File: config.mk
export PLATFORM = sky130hd
export DESIGN_NAME = imucal_back
export DESIGN_NICKNAME = d
export VERILOG_FILES = /design/src/imucal_pkg.sv /design/src/imucal_back.sv
export SDC_FILE = /design/constraint.sdc
export NUM_CORES = 2
export LEC_CHECK = 0
export ABC_AREA = 1
export BUFFER_PORTS_ARGS = -buffer_cell sky130_fd_sc_hd__clkbuf_2
export CAP_MARGIN = 20
export CORE_MARGIN = 1.5
export CORE_UTILIZATION = 34
export CTS_BUF_LIST = sky130_fd_sc_hd__clkbuf_16
export CTS_CLUSTER_DIAMETER = 200
export DETAILED_ROUTE_END_ITERATION = 7
export GPL_TIMING_DRIVEN = 0
export PLACE_DENSITY = 0.53
export SKIP_LAST_GASP = 1
export SYNTH_ARGS = -nofsm -noshare
export SYNTH_HDL_FRONTEND = slang
export SYNTH_SLANG_ARGS = --single-unit
export TNS_END_PERCENT = 50
File: constraint.sdc
create_clock -name clock -period 29.4 [get_ports clock]
set_input_delay 1.47 -clock clock [delete_from_list [all_inputs] [get_ports clock]]
set_output_delay 1.47 -clock clock [all_outputs]
set_load 0.01 [all_outputs]
File: src/imucal_pkg.sv
// ----------------------------------------------------------------------------
// imucal_pkg
// Shared types and constants for the IMU calibration and low-pass block.
// ----------------------------------------------------------------------------
package imucal_pkg;

   localparam int SAMPLE_W = 32;
   localparam int CSR_W    = 63;
   localparam int CSR_IDX_W = 3;
   localparam int COEF_W   = 21;
   localparam int QUEUE_DEPTH = 2;

   localparam logic [CSR_IDX_W-1:0] CSR_GYRO_ROW_X  = 3'd0;
   localparam logic [CSR_IDX_W-1:0] CSR_GYRO_ROW_Y  = 3'd1;
   localparam logic [CSR_IDX_W-1:0] CSR_GYRO_ROW_Z  = 3'd2;
   localparam logic [CSR_IDX_W-1:0] CSR_ACCEL_ROW_X = 3'd3;
   localparam logic [CSR_IDX_W-1:0] CSR_ACCEL_ROW_Y = 3'd4;
   localparam logic [CSR_IDX_W-1:0] CSR_ACCEL_ROW_Z = 3'd5;
   localparam logic [CSR_IDX_W-1:0] CSR_GYRO_OFFS   = 3'd6;
   localparam logic [CSR_IDX_W-1:0] CSR_ACCEL_OFFS  = 3'd7;

   localparam logic [CSR_W-1:0] ROW_X_RESET = 63'd262144;
   localparam logic [CSR_W-1:0] ROW_Y_RESET = 63'd549755813888;
   localparam logic [CSR_W-1:0] ROW_Z_RESET = 63'd1152921504606846976;

   // biases in Q16.16
   localparam logic signed [33:0] GYRO_BIAS_X  = -34'sd203;
   localparam logic signed [33:0] GYRO_BIAS_Y  = 34'sd12;
   localparam logic signed [33:0] GYRO_BIAS_Z  = 34'sd125;
   localparam logic signed [33:0] ACCEL_BIAS_X = 34'sd3165;
   localparam logic signed [33:0] ACCEL_BIAS_Y = 34'sd3165;
   localparam logic signed [33:0] ACCEL_BIAS_Z = -34'sd1999;

   // filter coefficients, Q2.30
   localparam logic signed [32:0] FLT_A1 = 33'sd2071735500;
   localparam logic signed [32:0] FLT_A2 = -33'sd1000494913;
   localparam logic signed [32:0] FLT_B  = 33'sd2501237;

   typedef struct packed {
      logic signed [SAMPLE_W-1:0] gx, gy, gz, ax, ay, az;
   } sample_type;

   function automatic logic signed [SAMPLE_W-1:0] sat32(input logic signed [66:0] v);
      logic signed [66:0] hi, lo;
      hi = 67'sd2147483647;
      lo = -67'sd2147483648;
      if (v > hi) return 32'sh7fffffff;
      else if (v < lo) return 32'sh80000000;
      else return v[SAMPLE_W-1:0];
   endfunction

endpackage

File: src/imucal_back.sv
// ----------------------------------------------------------------------------
// imucal_back
// Sequencer with one shared multiplier: matrix rows, offsets and the IIR.
// ----------------------------------------------------------------------------
module imucal_back (
   input  logic clock,
   input  logic reset,
   input  logic in_valid,
   output logic in_ready,
   input  logic signed [33:0] in_corr [6],
   input  logic [imucal_pkg::CSR_W-1:0] csr [8],
   output logic out_valid,
   input  logic out_ready,
   output logic signed [31:0] out_res [9]
);
   localparam logic [1:0] ST_IDLE = 2'd0;
   localparam logic [1:0] ST_MAT  = 2'd1;
   localparam logic [1:0] ST_FLT  = 2'd2;
   localparam logic [1:0] ST_OUT  = 2'd3;

   logic [1:0] st_ff, st_in;
   logic [2:0] row_ff, row_in;   // output axis 0..5 or filter axis 0..2
   logic [1:0] col_ff, col_in;   // product index in the current sum
   logic signed [33:0] corr_ff [6];
   logic signed [66:0] acc_ff, acc_in;
   logic signed [31:0] res_ff [9];
   logic signed [31:0] y1_ff [3];
   logic signed [31:0] y2_ff [3];
   logic signed [33:0] ma;
   logic signed [32:0] mb;
   logic signed [66:0] prod, rnd;
   logic [imucal_pkg::CSR_W-1:0] rowreg, offreg;
   logic signed [20:0] offv;
   logic [2:0] start_row;
   logic signed [66:0] acc_start;
   logic signed [31:0] sv;
   logic last;

   assign in_ready  = (st_ff == ST_IDLE);
   assign out_valid = (st_ff == ST_OUT);
   always_comb for (int k = 0; k < 9; k++) out_res[k] = res_ff[k];

   always_comb begin
      rowreg = csr[row_ff];
      ma = '0; mb = '0;
      if (st_ff == ST_MAT) begin
         ma = corr_ff[(row_ff < 3'd3) ? {1'b0, col_ff} : {1'b0, col_ff} + 3'd3];
         case (col_ff)
            2'd0:    mb = 33'(signed'(rowreg[20:0]));
            2'd1:    mb = 33'(signed'(rowreg[41:21]));
            default: mb = 33'(signed'(rowreg[62:42]));
         endcase
      end else begin
         case (col_ff)
            2'd0: begin ma = 34'(y1_ff[row_ff[1:0]]); mb = imucal_pkg::FLT_A1; end
            2'd1: begin ma = 34'(y2_ff[row_ff[1:0]]); mb = imucal_pkg::FLT_A2; end
            default: begin
               ma = 34'(res_ff[4'(row_ff) + 4'd3]); mb = imucal_pkg::FLT_B;
            end
         endcase
      end
      prod = 67'(ma) * 67'(mb);
      last = (col_ff == 2'd2);
      if (st_ff == ST_MAT) rnd = (acc_ff + prod + 67'sd131072) >>> 18;
      else                 rnd = (acc_ff + prod + 67'sd536870912) >>> 30;
      sv = imucal_pkg::sat32(rnd);
   end

   // offset term preloaded whenever a matrix row starts
   always_comb begin
      start_row = (st_ff == ST_MAT) ? row_ff + 3'd1 : 3'd0;
      offreg = (start_row < 3'd3) ? csr[imucal_pkg::CSR_GYRO_OFFS]
                                  : csr[imucal_pkg::CSR_ACCEL_OFFS];
      case (start_row)
         3'd0, 3'd3: offv = offreg[20:0];
         3'd1, 3'd4: offv = offreg[41:21];
         default:    offv = offreg[62:42];
      endcase
      acc_start = 67'(offv) <<< 18;
   end

   always_comb begin
      st_in = st_ff; row_in = row_ff; col_in = col_ff; acc_in = acc_ff;
      case (st_ff)
         ST_IDLE: if (in_valid) begin
            st_in = ST_MAT; row_in = '0; col_in = '0; acc_in = acc_start;
         end
         ST_MAT: begin
            if (last) begin
               col_in = '0;
               if (row_ff == 3'd5) begin st_in = ST_FLT; row_in = '0; acc_in = '0; end
               else begin row_in = row_ff + 3'd1; acc_in = acc_start; end
            end else begin
               col_in = col_ff + 2'd1; acc_in = acc_ff + prod;
            end
         end
         ST_FLT: begin
            if (last) begin
               col_in = '0; acc_in = '0;
               if (row_ff == 3'd2) st_in = ST_OUT;
               else row_in = row_ff + 3'd1;
            end else begin
               col_in = col_ff + 2'd1; acc_in = acc_ff + prod;
            end
         end
         ST_OUT: if (out_ready) st_in = ST_IDLE;
         default: st_in = ST_IDLE;
      endcase
   end

   always_ff @(posedge clock) begin
      if (reset) begin
         st_ff <= ST_IDLE; row_ff <= '0; col_ff <= '0; acc_ff <= '0;
         for (int k = 0; k < 3; k++) begin y1_ff[k] <= '0; y2_ff[k] <= '0; end
      end else begin
         st_ff <= st_in; row_ff <= row_in; col_ff <= col_in; acc_ff <= acc_in;
         if (st_ff == ST_FLT && last) begin
            y2_ff[row_ff[1:0]] <= y1_ff[row_ff[1:0]];
            y1_ff[row_ff[1:0]] <= sv;
         end
      end
      if (st_ff == ST_IDLE && in_valid)
         for (int k = 0; k < 6; k++) corr_ff[k] <= in_corr[k];
      if (st_ff == ST_MAT && last) res_ff[4'(row_ff)] <= sv;
      if (st_ff == ST_FLT && last) res_ff[4'(row_ff) + 4'd6] <= sv;
   end
endmodule

==> impl_table.tex <==
\begin{tabular}{lr}
\hline
Metric & Value \\
\hline
\multicolumn{2}{l}{\textbf{Status}} \\
Result of the run & finished clean \\
\multicolumn{2}{l}{\textbf{Setup path}} \\
Reg2reg end & res\_ff[9][2] \\
Library cell contributing the largest single delay on the critical path & nand3\_1 \\
Critical Path Sink & res\_ff[9][2] \\
Worst setup path category & flop to flop \\
Reg2Reg Depth & 55 \\
Critical path required time & 29.77 ns \\
Startpoint of the worst register-to-register path & row\_ff[0] \\
CP Data Arrival Time & 22.95 ns \\
Flop-to-flop setup slack & 6.82 ns \\
Endpoint kind of the worst setup timing path & flop \\
Largest fanout of any net on the critical path & 18 \\
CP peak stage delay & 1.06 ns \\
Most common cell type on the critical path & inv\_1 \\
Crit path from & row\_ff[0] \\
Crit start category & flop \\
\multicolumn{2}{l}{\textbf{STA}} \\
Final worst clock skew & 0.0734 ns \\
Worst Hold Slack & 0.487 ns \\
Final setup TNS & 0 ns \\
Count of final setup violators & 0 \\
Setup repair after global routing missed its margin & false \\
Final min period & 22.58 ns \\
Number of slew-limit violations in the final report & 0 \\
Hold Fails Final Rpt & 0 \\
Measured slew at the worst slew-check pin & 1.37 ns \\
Headroom to the max-slew limit & 8.44\% \\
Final worst-path cycle share & 76.8\% \\
Maximum clock rate & 44.3 MHz \\
\multicolumn{2}{l}{\textbf{Floorplan}} \\
Die span in x & 532 um \\
Height of the chip & 532 um \\
Total number of placement rows & 193 \\
Total die area & 283000 um2 \\
Area inside the core boundary & 277000 um2 \\
Number of I/O pins & 1002 \\
Initial core utilization & 34.3\% \\
\multicolumn{2}{l}{\textbf{Clock tree}} \\
Skew-Pair Late Insertion Delay & 0.82 ns \\
Root buffer selected by CTS & clkbuf\_16 \\
Number of hold buffers added after cts & 0 \\
CTS tree & done \\
Clock buffer count from CTS & 102 \\
Maximum clock path buffer count & 3 \\
\# resized after CTS & 0 \\
Sinks on the clock net & 1048 \\
Clock-pin slew on the worst setup and hold paths & 0.07 ns \\
Number of setup buffers added after CTS & 0 \\
H-tree levels & 3 \\
\multicolumn{2}{l}{\textbf{Placed design}} \\
GPL Wtd Cong & 1.11 \\
Number of buffers added on ports & 1001 \\
Detailed placement HPWL & 464000 um \\
\multicolumn{2}{l}{\textbf{Synthesis}} \\
Fraction of synthesized cell area taken by the top area cell type & 30.7\% \\
Ys flop type & edfxtp\_1 \\
Cell count after synthesis & 10900 \\
Count of flip-flops with a built-in enable after synthesis & 972 \\
Async S/R FF share, synth & 0\% \\
Mapped cell area & 95000 um2 \\
Average footprint of a synthesized cell & 8.75 um2 \\
Unique masters post-synth & 65 \\
Largest cells by area after synthesis & edfxtp\_1 (31\%), fa\_1 (27\%), nand2\_1 (9.7\%) \\
Number of nets in the synthesized netlist & 13100 \\
Area leader, netlist & edfxtp\_1 \\
Total of flip-flops plus latches after synthesis & 1048 \\
Sequential element share of the synthesized area & 32.3\% \\
Synth Warn \# & 0 \\
\multicolumn{2}{l}{\textbf{Drt}} \\
Overall via count from detail\_route & 89600 \\
Number of iterations in the first detailed-routing pass & 8 \\
ANT nets after route & 0 \\
Mean routed wirelength per cell & 34.7 um \\
Total DRC errors in the routed layout & 0 \\
Routed WL & 553000 um \\
Avg Vias per Cell & 5.62 \\
Iteration-0 DRC count of the detailed router & 12700 \\
\multicolumn{2}{l}{\textbf{Min path}} \\
Class of the tightest hold or removal check & flop to flop \\
\multicolumn{2}{l}{\textbf{Final layout}} \\
Fraction of final layout cells with drive strength greater than 1 & 11.6\% \\
Area growth from synthesis to final layout & 16.0\% \\
Filler cell count & 29100 \\
Fin nets & 14300 \\
\multicolumn{2}{l}{\textbf{Flow run}} \\
\# Max-Cap Violations & 0 \\
\multicolumn{2}{l}{\textbf{GRT}} \\
Initial antenna violation count & 110 \\
Vias in the first global route & 86000 \\
Gr usage total & 38.2\% \\
Global-route wire length before repair & 735000 um \\
Largest net degree at the start of global routing & 123 \\
GRT overflow & 0 \\
\hline
\end{tabular}
[kinds of logic after synthesis]
family,count (synthesis),share of synthesized area (%)
compound gates,1469,9.26
flops,1048,32.3
fa+ha+maj,1530,30.2
simple gates,4105,17.2
buf+inv,2666,10.6
xor+xnor,41,0.394
[synthesized netlist by cell type (4+ instances only)]
library cell  count
o221ai_1         43
nand4_1          61
clkinv_1         11
xnor2_1           8
o2111ai_1         4
o31a_1            5
o21ai_1           4
edfxtp_1        972
inv_1          2111
a22o_1           10
a221o_1          25
buf_6             4
a21oi_1         558
nor2_1         1075
o31ai_1          10
nand3b_1          6
nand2_2          37
nand3_1         389
inv_2            12
ha_1            254
nand2_1        2455
and2_1            6
o21ai_0         437
o22ai_1          34
nor3_1           38
dfxtp_1          76
fa_1           1276
a211oi_1         19
a32oi_1          13
xor2_1           31
nand3_2           4
a22oi_1          64
clkbuf_1        445
or2_2             9
o211ai_1         99
buf_1            67
nor2_2           15
buf_2            12
a221oi_1         90
o311ai_0         23
a31oi_1          10
[through the flow]
| stage | instances | util (%) | setup slack (ns) | instance area (um2) |
|---|---|---|---|---|
| after floorplan | 10900 | - | 16.94 | 95000 |
| after global placement | 15600 | 37.8 | 7.35 | 105000 |
| after detailed placement | 15700 | 38.4 | 7.90 | 106000 |
| after CTS | 15900 | 39.7 | 7.84 | 110000 |
| after global routing | 15900 | 39.8 | 7.37 | 110000 |
| final | 15900 | 39.8 | 6.82 | 110000 |
[cells in the final DEF, fill, tap and decap left out, types with 24 or more instances in the layout]
| master | count |
|---|---|
| nor3_1 | 37 |
| dfxtp_1 | 76 |
| a22oi_1 | 64 |
| edfxtp_1 | 972 |
| a221o_1 | 25 |
| clkbuf_16 | 102 |
| o211ai_1 | 99 |
| clkbuf_2 | 1009 |
| inv_1 | 2123 |
| buf_2 | 24 |
| ha_1 | 254 |
| diode_2 | 73 |
| nand2_1 | 2452 |
| nand2_2 | 37 |
| clkinv_1 | 31 |
| nor2_1 | 1056 |
| nand3_1 | 389 |
| a221oi_1 | 90 |
| o221ai_1 | 43 |
| clkbuf_1 | 437 |
| nand4_1 | 61 |
| a21oi_1 | 558 |
| fa_1 | 1274 |
| o21ai_0 | 435 |
| xor2_1 | 31 |
| buf_8 | 31 |
| buf_1 | 65 |
| o22ai_1 | 33 |
[state kept, by name, indices dropped and copies added (netlist names), named ones only]
name	cells
col_ff	2
corr_ff	204
row_ff	3
st_ff	2
y1_ff	128
res_ff	512
y2_ff	128
acc_ff	67
[critical path, delay by kind of cell, from the launching register on]
kind | cells | cell delay [ns]
flip-flops | 1 | 0.33
adder cells (fa/ha/maj) | 10 | 5.22
AND/OR/NAND/NOR | 18 | 4.53
XOR/XNOR | 1 | 0.58
buffers and inverters | 22 | 9.81
AO/OA/AOI/OAI | 4 | 1.57
[worst min-delay path by stage]
| stage | from | to | slack, ns | cells past startpoint |
|---|---|---|---|---|
| 2_1_floorplan | acc_ff[0] | acc_ff[0] | 0.45 | 2 |
| 3_3_place_gp | acc_ff[0] | acc_ff[0] | 0.46 | 2 |
| 3_5_place_dp | acc_ff[0] | acc_ff[0] | 0.47 | 2 |
| 4_1_cts | acc_ff[0] | acc_ff[0] | 0.48 | 2 |
| 5_1_grt | acc_ff[0] | acc_ff[0] | 0.50 | 2 |
| 6_report | acc_ff[0] | acc_ff[0] | 0.49 | 2 |
[layer usage]
layer,global-route usage (%),share of wire [%],routed length [um]
met5,0.877,0.14,779
met4,25.5,8.5,46700
met3,14.4,13,72000
met2,55.5,41,229000
met1,47.0,37,204000
[layout make-up]
class | count | area, um2 | area share [%]
Multi-Input combinational cell | 7145 | 54500 | 49.4
Tap cell | 3705 | 4640 | 4.20
Sequential cell | 1048 | 30700 | 27.8
Buffer | 532 | 2080 | 1.88
Clock inverter | 86 | 958 | 0.869
Clock buffer | 102 | 2550 | 2.31
Inverter | 2134 | 8020 | 7.27
Timing Repair Buffer | 1109 | 6710 | 6.08
Antenna cell | 73 | 183 | 0.166
Power is left out: the tool's default activity adds up to more than one toggle a clock period on the data nets, which glitch-free logic cannot reach.
