[src/imucal_pkg.sv]
// ----------------------------------------------------------------------------
// imucal_pkg
// Shared types and constants for the IMU calibration and low-pass block.
// ----------------------------------------------------------------------------
package imucal_pkg;

   localparam int SAMPLE_W = 32;
   localparam int CSR_W    = 63;
   localparam int CSR_IDX_W = 3;
   localparam int COEF_W   = 21;
   localparam int QUEUE_DEPTH = 2;

   localparam logic [CSR_IDX_W-1:0] CSR_GYRO_ROW_X  = 3'd0;
   localparam logic [CSR_IDX_W-1:0] CSR_GYRO_ROW_Y  = 3'd1;
   localparam logic [CSR_IDX_W-1:0] CSR_GYRO_ROW_Z  = 3'd2;
   localparam logic [CSR_IDX_W-1:0] CSR_ACCEL_ROW_X = 3'd3;
   localparam logic [CSR_IDX_W-1:0] CSR_ACCEL_ROW_Y = 3'd4;
   localparam logic [CSR_IDX_W-1:0] CSR_ACCEL_ROW_Z = 3'd5;
   localparam logic [CSR_IDX_W-1:0] CSR_GYRO_OFFS   = 3'd6;
   localparam logic [CSR_IDX_W-1:0] CSR_ACCEL_OFFS  = 3'd7;

   localparam logic [CSR_W-1:0] ROW_X_RESET = 63'd262144;
   localparam logic [CSR_W-1:0] ROW_Y_RESET = 63'd549755813888;
   localparam logic [CSR_W-1:0] ROW_Z_RESET = 63'd1152921504606846976;

   // biases in Q16.16
   localparam logic signed [33:0] GYRO_BIAS_X  = -34'sd203;
   localparam logic signed [33:0] GYRO_BIAS_Y  = 34'sd12;
   localparam logic signed [33:0] GYRO_BIAS_Z  = 34'sd125;
   localparam logic signed [33:0] ACCEL_BIAS_X = 34'sd3165;
   localparam logic signed [33:0] ACCEL_BIAS_Y = 34'sd3165;
   localparam logic signed [33:0] ACCEL_BIAS_Z = -34'sd1999;

   // filter coefficients, Q2.30
   localparam logic signed [32:0] FLT_A1 = 33'sd2071735500;
   localparam logic signed [32:0] FLT_A2 = -33'sd1000494913;
   localparam logic signed [32:0] FLT_B  = 33'sd2501237;

   typedef struct packed {
      logic signed [SAMPLE_W-1:0] gx, gy, gz, ax, ay, az;
   } sample_type;

   function automatic logic signed [SAMPLE_W-1:0] sat32(input logic signed [66:0] v);
      logic signed [66:0] hi, lo;
      hi = 67'sd2147483647;
      lo = -67'sd2147483648;
      if (v > hi) return 32'sh7fffffff;
      else if (v < lo) return 32'sh80000000;
      else return v[SAMPLE_W-1:0];
   endfunction

endpackage

[src/imucal_front.sv]
// ----------------------------------------------------------------------------
// imucal_front
// Takes raw samples, removes biases and queues them for the compute engine.
// ----------------------------------------------------------------------------
module imucal_front #(
   parameter int Depth = imucal_pkg::QUEUE_DEPTH
) (
   input  logic clock,
   input  logic reset,
   input  logic in_valid,
   output logic in_ready,
   input  imucal_pkg::sample_type in_data,
   output logic out_valid,
   input  logic out_ready,
   output logic signed [33:0] out_corr [6]
);
   localparam int PW = $clog2(Depth);

   logic signed [33:0] mem_ff [Depth][6];
   logic [PW-1:0] wp_ff, wp_in, rp_ff, rp_in;
   logic [PW:0] cnt_ff, cnt_in;
   logic signed [33:0] corr [6];
   logic push, pop;

   always_comb begin
      corr[0] = 34'(in_data.gx) + imucal_pkg::GYRO_BIAS_X;
      corr[1] = 34'(in_data.gy) + imucal_pkg::GYRO_BIAS_Y;
      corr[2] = 34'(in_data.gz) + imucal_pkg::GYRO_BIAS_Z;
      corr[3] = 34'(in_data.ax) + imucal_pkg::ACCEL_BIAS_X;
      corr[4] = 34'(in_data.ay) + imucal_pkg::ACCEL_BIAS_Y;
      corr[5] = 34'(in_data.az) + imucal_pkg::ACCEL_BIAS_Z;
   end

   assign in_ready  = (cnt_ff != (PW+1)'(Depth));
   assign out_valid = (cnt_ff != '0);
   assign push = in_valid && in_ready;
   assign pop  = out_valid && out_ready;

   always_comb begin
      wp_in  = push ? ((wp_ff == PW'(Depth-1)) ? '0 : wp_ff + 1'b1) : wp_ff;
      rp_in  = pop  ? ((rp_ff == PW'(Depth-1)) ? '0 : rp_ff + 1'b1) : rp_ff;
      cnt_in = cnt_ff + (PW+1)'(push) - (PW+1)'(pop);
   end

   always_ff @(posedge clock) begin
      if (reset) begin
         wp_ff <= '0; rp_ff <= '0; cnt_ff <= '0;
      end else begin
         wp_ff <= wp_in; rp_ff <= rp_in; cnt_ff <= cnt_in;
      end
      if (push) begin
         for (int k = 0; k < 6; k++) mem_ff[wp_ff][k] <= corr[k];
      end
   end

   always_comb begin
      for (int k = 0; k < 6; k++) out_corr[k] = mem_ff[rp_ff][k];
   end
endmodule

[config.mk]
export PLATFORM = sky130hd
export DESIGN_NAME = imucal_front
export DESIGN_NICKNAME = d
export VERILOG_FILES = /design/src/imucal_pkg.sv /design/src/imucal_front.sv
export SDC_FILE = /design/constraint.sdc
export NUM_CORES = 1
export LEC_CHECK = 0
export BUFFER_PORTS_ARGS = -buffer_cell sky130_fd_sc_hd__buf_2
export CORE_MARGIN = 3
export CORE_UTILIZATION = 50
export DETAILED_ROUTE_END_ITERATION = 7
export HOLD_SLACK_MARGIN = 0.02
export PLACE_DENSITY = 0.75
export SYNTH_ARGS = -nofsm -noshare
export SYNTH_HDL_FRONTEND = slang
export SYNTH_SLANG_ARGS = --single-unit
[constraint.sdc]
create_clock -name clock -period 12.2 [get_ports clock]
set_input_delay 1.22 -clock clock [delete_from_list [all_inputs] [get_ports clock]]
set_output_delay 1.22 -clock clock [all_outputs]
set_load 0.02 [all_outputs]
==> out/metrics.yaml, run 1 <==
clocking:
  cts.sinks: 401
  cts_resized: 0
  cts_buffers: 43
  clkLatencyLatePin_ns: 0.54
  cts_tree: "done"
  cts_hold_buf: 0
  cts.clk_slew.worst_paths_ns: 0.06
  cts_buffer_depth: 3
  cts_root_buf: "clkbuf_16"
  htree_num_levels: 2
  postCtsSetupBuffers: 0
worst_setup_path:
  cp_num_buf_inv: 3
  required_ns: 10.98
  end_kind: "primary output"
  cp_common_cell: "buf_4"
  cp_max_fo: 58
  cp_slowest_stage_delay_ns: 0.73
  worst-endpoint-arrival_ns: 3.27
  startpoint_type: "flop"
  cpMaxStageDelayCell: "dfxtp_4"
  path_cells: "buf_4 -> buf_4 -> mux2_2 -> buf_2"
  critPathKind: "reg2out"
  cp_top_family: "buffers and inverters"
sta:
  clock_skew_ns: 0.0208
  setup_ws_ns: 7.71
  setup_viol: 0
  fin_crit_ns: 4.49
  rsz0062_at_grt: "false"
  slew_headroom_pct: 33.4
  tightestPinTransition_ns: 0.986
  period_share_pct: 36.8
  hold_viol_final: 0
  finalSetupTns_ns: 0
  final_max_slew_viol_count: 0
  fmax_mhz: 223
drt:
  avgRoutedWirePerCell_um: 20.2
  vias_per_cell: 5.42
  dr.first_iter.drc_count: 830
  routed_wl_um: 41700
  ant_nets: 0
  drc: 0
  dr_total_vias: 11200
  drt_pre_antenna_iters: 5
synth:
  synth_cell_types: 52
  synth_xor_area_share_pct: 8.47
  synth-seq-cells: 401
  ys.flop_type: "edfxtp_1"
  synth.cell_area_sq_um: 17800
  syn-instance-count: 1148
  syn_avg_cell_area_sq_um: 15.5
  synth_top_family_by_area: "multiplexers"
  synth_seq_area_share_pct: 67.4
  yosys_warnings: 0
  synth_common_cells: "396 x edfxtp_1, 198 x mux2_2, 97 x xnor2_1"
  synth-adder-area-share_pct: 0.563
  muxShareOfSynthArea_pct: 12.5
  synth_area_leader_cell: "edfxtp_1"
  synth-edff-count: 396
  synth-simple-area-share_pct: 8.12
  post_synth_main_area_contributors: "edfxtp_1 67%, mux2_2 13%, xnor2_1 4.8%"
  async_flop_share_pct: 0
  syn_nets: 1352
  yosysMostFrequentCell: "edfxtp_1"
  synth_top_area_share_pct: 66.8
  synth_compound_area_share_pct: 1.68
die:
  dieArea_sq_um: 37900
  initial_core_util_pct: 51.1
  die_x_um: 195
  core_area_sq_um: 34800
  io_pins: 402
  std_cell_rows: 68
  dieHeight_um: 195
layout:
  fill_cells: 2613
  syn_to_final_growth_pct: 22.2
  drive_gt1_share_pct: 43.2
  final_nets: 1774
global_route:
  grt_max_degree: 149
  grt_pass1_wl_um: 64900
  grt_pass1_vias: 11500
  grt_usage_pct: 21.7
  grt.overflow.total: 0
  antenna_found_initial: 9
placed_design:
  numPortBuffers: 401
  dpl_worst_slack_ns: 8.22
  dp.final_hpwl_um: 29500
  gp_congestion: 0.871
outcome:
  status: "completed"
power:
  ir_drop_v: 0.000145
  power_mw: 4.25
  combPwrFrac_pct: 26.9
  p_clk_share_pct: 29.9
  p_seq_share_pct: 43.3
  leakagePower_nw: 8.08
  internal-power_mw: 2.95
  p_per_area_nw_per_um2: 195
  p_sw_mw: 1.30
  sw_frac_of_total_pct: 30.7
flow_run:
  cap_violations: 0
worst_hold_path:
  hold_class: "reg2reg"
==> final cells by class <==
type,instances,area [sq um],share of cell area (%)
flip-flops and latches,401,12000,55.2
repair buffers,414,2120,9.74
diodes,5,12.5,0.0576
multi-input cells,696,5610,25.8
inverters,14,52.6,0.242
clock inverters,26,254,1.17
well taps,455,569,2.62
clock buffers,53,1130,5.21
==> state kept, by name (all words and copies together) (netlist names), named ones only <==
name / count
rp_ff: 1
cnt_ff: 2
wp_ff: 1
mem_ff: 396
==> placed cells by master (no fill, tap or decap), types with 13 or more instances in the layout <==
cell | synthesis | routed
nand2_1 | 60 | 60
and3_1 | 17 | 16
nor3_1 | 15 | 15
nand4_1 | 24 | 24
buf_2 | 2 | 401
nor2_1 | 51 | 50
xnor2_1 | 97 | 97
nand3_1 | 33 | 33
edfxtp_1 | 396 | 396
xor2_1 | 75 | 75
clkbuf_16 | 0 | 43
mux2_2 | 198 | 198
o21ai_0 | 13 | 13
inv_1 | 14 | 14
==> power by group through the flow <==
stage / clock, mW / combinational, mW / sequential (mW)
2_1_floorplan: 0 / 0.783 / 1.88
3_3_place_gp: 0 / 1.13 / 1.86
3_5_place_dp: 0 / 1.15 / 1.86
4_1_cts: 1.30 / 1.16 / 1.84
5_1_grt: 1.35 / 1.22 / 1.86
6_report: 1.27 / 1.14 / 1.84
==> path summary, 6_finish.rpt <==
| check | slack (ns) | start | depth (start not counted) | end |
|---|---|---|---|---|
| worst max register to register | 9.36 | cnt_ff[0] | 4 | mem_ff[1][166] |
| worst min register to register | 0.53 | rp_ff | 2 | rp_ff |
| worst max-delay path | 7.71 | flop | 4 | out_corr[94] |
| worst min-delay path | 0.53 | rp_ff | 2 | rp_ff |
==> metrics by stage <==
step / hold WS, ns / utilization, % / instance area, sq um / instances
2_1_floorplan: 0.481 / - / 17800 / 1148
3_3_place_gp: 0.494 / 58.4 / 20300 / 1980
3_5_place_dp: 0.515 / 58.4 / 20300 / 1980
4_1_cts: 0.532 / 62.4 / 21700 / 2059
5_1_grt: 0.594 / 62.5 / 21700 / 2061
6_report: 0.530 / 62.5 / 21700 / 2064
==> metal layers <==
layer	vias to the layer above	part of all wire (%)	GRT usage (%)
li1	5191	-	-
met1	5431	39	28.4
met2	479	50	36.7
met3	68	9.6	5.77
met4	10	1.7	4.95
met5	-	0.17	0
==> worst reg2reg max path: stages, from the launching register on <==
cell,delay [ns]
dfxtp_1,0.34
nand2b_1,0.16
and3_4,0.58
buf_4,0.66
buf_4,0.70
==> cells by family after synthesis <==
logic type	Yosys count
DFF	401
and+or+nand+nor	273
muxes	198
xor gates and xnor gates	172
buffers and inverters	51
AOI/OAI and AO/OA	45
adders and majority gates	8
No activity file was read; power rests on OpenSTA's default activity.
==> inputs of run 2 (changes only) <==
--- a/config.mk
+++ b/config.mk
@@ -5,12 +5,13 @@
 export SDC_FILE = /design/constraint.sdc
 export NUM_CORES = 1
 export LEC_CHECK = 0
+export ABC_AREA = 1
 export BUFFER_PORTS_ARGS = -buffer_cell sky130_fd_sc_hd__buf_2
 export CORE_MARGIN = 3
 export CORE_UTILIZATION = 50
 export DETAILED_ROUTE_END_ITERATION = 7
 export HOLD_SLACK_MARGIN = 0.02
-export PLACE_DENSITY = 0.75
+export PLACE_DENSITY = 0.74
 export SYNTH_ARGS = -nofsm -noshare
 export SYNTH_HDL_FRONTEND = slang
 export SYNTH_SLANG_ARGS = --single-unit
==> constraint.sdc (replaced) <==
create_clock -name clock -period 4.7 [get_ports clock]
set_input_delay 0.47 -clock clock [delete_from_list [all_inputs] [get_ports clock]]
set_output_delay 0.47 -clock clock [all_outputs]
set_load 0.02 [all_outputs]
==> run 2 against run 1 <==
Sequential cell count unchanged. Global-route usage increased by 1.9 points. Routed wire length increased by 25%. Combinational power increased to 2.7 times the previous value. Clock power increased by 140%. Core utilization decreased by 1.9 points. Largest power group unchanged. Die area increased by 13%. Register-to-register slack got worse by 7.0 ns. Via count increased by 32%. Highest routed layer unchanged. Non-clock buffer count decreased by 4.
==> out/metrics.yaml, run 2 <==
synth:
  yosysMostFrequentCell: "nand2_1"
  yosys_warnings: 0  # unchanged
  async_flop_share_pct: 0  # unchanged
  synth_compound_area_share_pct: 1.16  # -0.52 points
  synth_top_family_by_area: "simple AND/OR/NAND/NOR gates"
  syn_nets: 2023  # +50%
  ys.flop_type: "edfxtp_1"
  synth-seq-cells: 401  # unchanged
  synth-simple-area-share_pct: 19.4  # +11 points
  muxShareOfSynthArea_pct: 11.0  # -1.5 points
  synth-edff-count: 396  # unchanged
  synth_common_cells: "452 x nand2_1, 396 x edfxtp_1, 198 x mux2_2"
  synth_cell_types: 39  # -25%
  synth-adder-area-share_pct: 0.495  # -0.068 points
  post_synth_main_area_contributors: "edfxtp_1 59%, mux2_2 11%, nand2_1 8.4%"
  syn_avg_cell_area_sq_um: 11.1  # -28%
  synth_xor_area_share_pct: 4.42  # -4.0 points
  syn-instance-count: 1819  # +58%
  synth_seq_area_share_pct: 59.3  # -8.1 points
  synth.cell_area_sq_um: 20200  # +14%
  synth_top_area_share_pct: 58.8  # -8.0 points
  synth_area_leader_cell: "edfxtp_1"
outcome:
  status: "completed"
die:
  die_x_um: 207  # +6.4%
  io_pins: 402  # unchanged
  core_area_sq_um: 39800  # +14%
  std_cell_rows: 73  # +7.4%
  initial_core_util_pct: 50.8  # -0.35 points
  dieHeight_um: 207  # +6.4%
  dieArea_sq_um: 42900  # +13%
worst_setup_path:
  startpoint_type: "flop"
  worst-endpoint-arrival_ns: 2.33  # -0.94 ns
  cpMaxStageDelayCell: "buf_4"
  r2r_slack_ns: 2.39  # -6.97 ns
  r2r_start: "cnt_ff[0]"
  critPathKind: "reg2out"
  crit-reg2reg-capture: "mem_ff[1][109]"
  cp_max_fo: 52  # -10%
  cp_slowest_stage_delay_ns: 0.61  # -0.12 ns
  r2r_cells: 5  # +1
  required_ns: 4.23  # -6.75 ns
  path_cells: "buf_4 -> mux2_2 -> buf_2"
  end_kind: "primary output"
clocking:
  cts_hold_buf: 0  # unchanged
  cts_tree: "done"
  cts_root_buf: "clkbuf_16"
  cts_buffer_depth: 3  # unchanged
  cts.clk_slew.worst_paths_ns: 0.06  # about the same
  postCtsSetupBuffers: 0  # unchanged
  cts_resized: 0  # unchanged
  cts.sinks: 401  # unchanged
  clkLatencyLatePin_ns: 0.55  # about the same
  cts_buffers: 41  # -4.7%
  htree_num_levels: 2  # unchanged
layout:
  layout_commonest_cell: "nand2_1"
  syn_to_final_growth_pct: 19.2
  final_nets: 2447  # +38%
  seqCellArea_sq_um: 12000  # unchanged
  regMostFlops: "mem_ff"
  multiInputGateArea_sq_um: 7400  # +32%
  fill_cells: 3279  # +25%
  largest_reg_flops: 396  # unchanged
  reg_top3: "mem_ff x396, cnt_ff x2"
  fin_area_sq_um: 24100  # +11%
  final_cell_mix: "452 x nand2_1, 401 x buf_2, 396 x edfxtp_1, 198 x mux2_2, 164 x nor2_1"
  drive_gt1_share_pct: 33.2  # -10 points
  fin_util_pct: 60.5  # -1.9 points
  final_cells: 2804  # +36%
placed_design:
  placed_area_sq_um: 22800  # +12%
  dpl_worst_slack_ns: 2.31  # -5.91 ns
  dp_cells: 2725  # +38%
  gp_congestion: 0.910  # +4.4%
  numPortBuffers: 401  # unchanged
  dp.final_hpwl_um: 39000  # +32%
drt:
  ant_nets: 0  # unchanged
  avgRoutedWirePerCell_um: 18.5  # -8.3%
  drt_pre_antenna_iters: 5  # unchanged
  routed_wl_um: 52000  # +25%
  vias_per_cell: 5.25  # -3.1%
  dr_total_vias: 14700  # +32%
  dr.first_iter.drc_count: 1094  # +32%
  drc: 0  # unchanged
power:
  ir_drop_v: 0.000262  # +81%
  power_mw: 11.0  # +160%
  p_per_area_nw_per_um2: 455  # +130%
  leakagePower_nw: 9.72  # +20%
global_route:
  grt_pass1_wl_um: 80300  # +24%
  grt_pass1_vias: 14700  # +28%
  antenna_found_initial: 8  # -1
  grt.overflow.total: 0  # unchanged
  grt_usage_pct: 23.6  # +1.9 points
  grt_max_degree: 87  # -42%
worst_hold_path:
  hold_class: "in2reg"
  min_to: "mem_ff[1][136]"
  hold_start: "in_data[128]"
  hold_depth: 1  # -1
sta:
  finalSetupTns_ns: 0  # unchanged
  tightestPinTransition_ns: 0.760  # -0.226 ns
  hold_viol_final: 0  # unchanged
  fmax_mhz: 357
  final_max_slew_viol_count: 0  # unchanged
  slew_headroom_pct: 49.3  # +16 points
  fin_crit_ns: 2.80
  period_share_pct: 59.6
  hold_ws_ns: 0.120  # -0.410 ns
  setup_ws_ns: 1.90  # -5.81 ns
  rsz0062_at_grt: "false"
  clock_skew_ns: 0.0124  # -0.00838 ns
  setup_viol: 0  # unchanged
flow_run:
  cap_violations: 0  # unchanged
run 2: changes by cell type in the layout (fill, tap and decap cells not counted), sizes merged, moves of 9 or more:
cell / before / now
and3: 17 / 2
nand2: 60 / 473
inv: 17 / 173
nor3: 15 / 33
nor2: 51 / 200
nand3b: 2 / 26
xnor2: 97 / 28
and4: 9 / 0
nand3: 33 / 97
nor4: 13 / 1
run 2: where the power goes:
group	internal, mW	leakage (nW)	total, mW	switching, mW
Combinational	1.13	5.35	3.10	1.97
Clock	1.78	0.629	3.09	1.31
Sequential	4.60	3.74	4.77	0.172
Total	7.50	9.72	11.0	3.46
run 2: worst max path at each step:
stage,from,endpoint,slack (ns),cells past startpoint
global placement,in_valid,mem_ff[0][135],2.34,4
finish,flop,out_corr[88],1.90,3
CTS,flop,out_corr[88],1.87,3
global route,flop,out_corr[64],1.82,3
detailed placement,in_valid,mem_ff[1][184],2.31,4
floorplan,cnt_ff[0],mem_ff[1][0],-1.65,4
run 2: layout make-up:
class | count | area share, %
Sequential cell | 401 | 49.8
Antenna cell | 7 | 0.0727
Tap cell | 525 | 2.72
Clock inverter | 23 | 0.706
Timing Repair Buffer | 410 | 8.81
Clock buffer | 49 | 4.56
Multi-Input combinational cell | 1217 | 30.7
Inverter | 172 | 2.68
run 2: logic make-up after synthesis:
logic type               Yosys count
AND/OR/NAND/NOR                  871
flip-flops                       401
buffers and inverters            201
multiplexers                     198
XOR/XNOR                         102
AO/OA/AOI/OAI                     38
adder cells (fa/ha/maj)            8
run 2: per-layer routing:
layer | global-route usage (%) | wire (um) | vias up
met1 | 31.1 | 21400 | 6943
li1 | - | - | 7076
met5 | 0 | 23 | -
met4 | 8.94 | 1770 | 4
met2 | 39.6 | 25300 | 583
met3 | 3.91 | 3450 | 111
run 2: worst max-delay path: cells and delay by family, from the launching register on:
kind,cells,cell delay [ns]
multiplexers,1,0.42
flip-flops,1,0.52
buffers and inverters,2,0.77
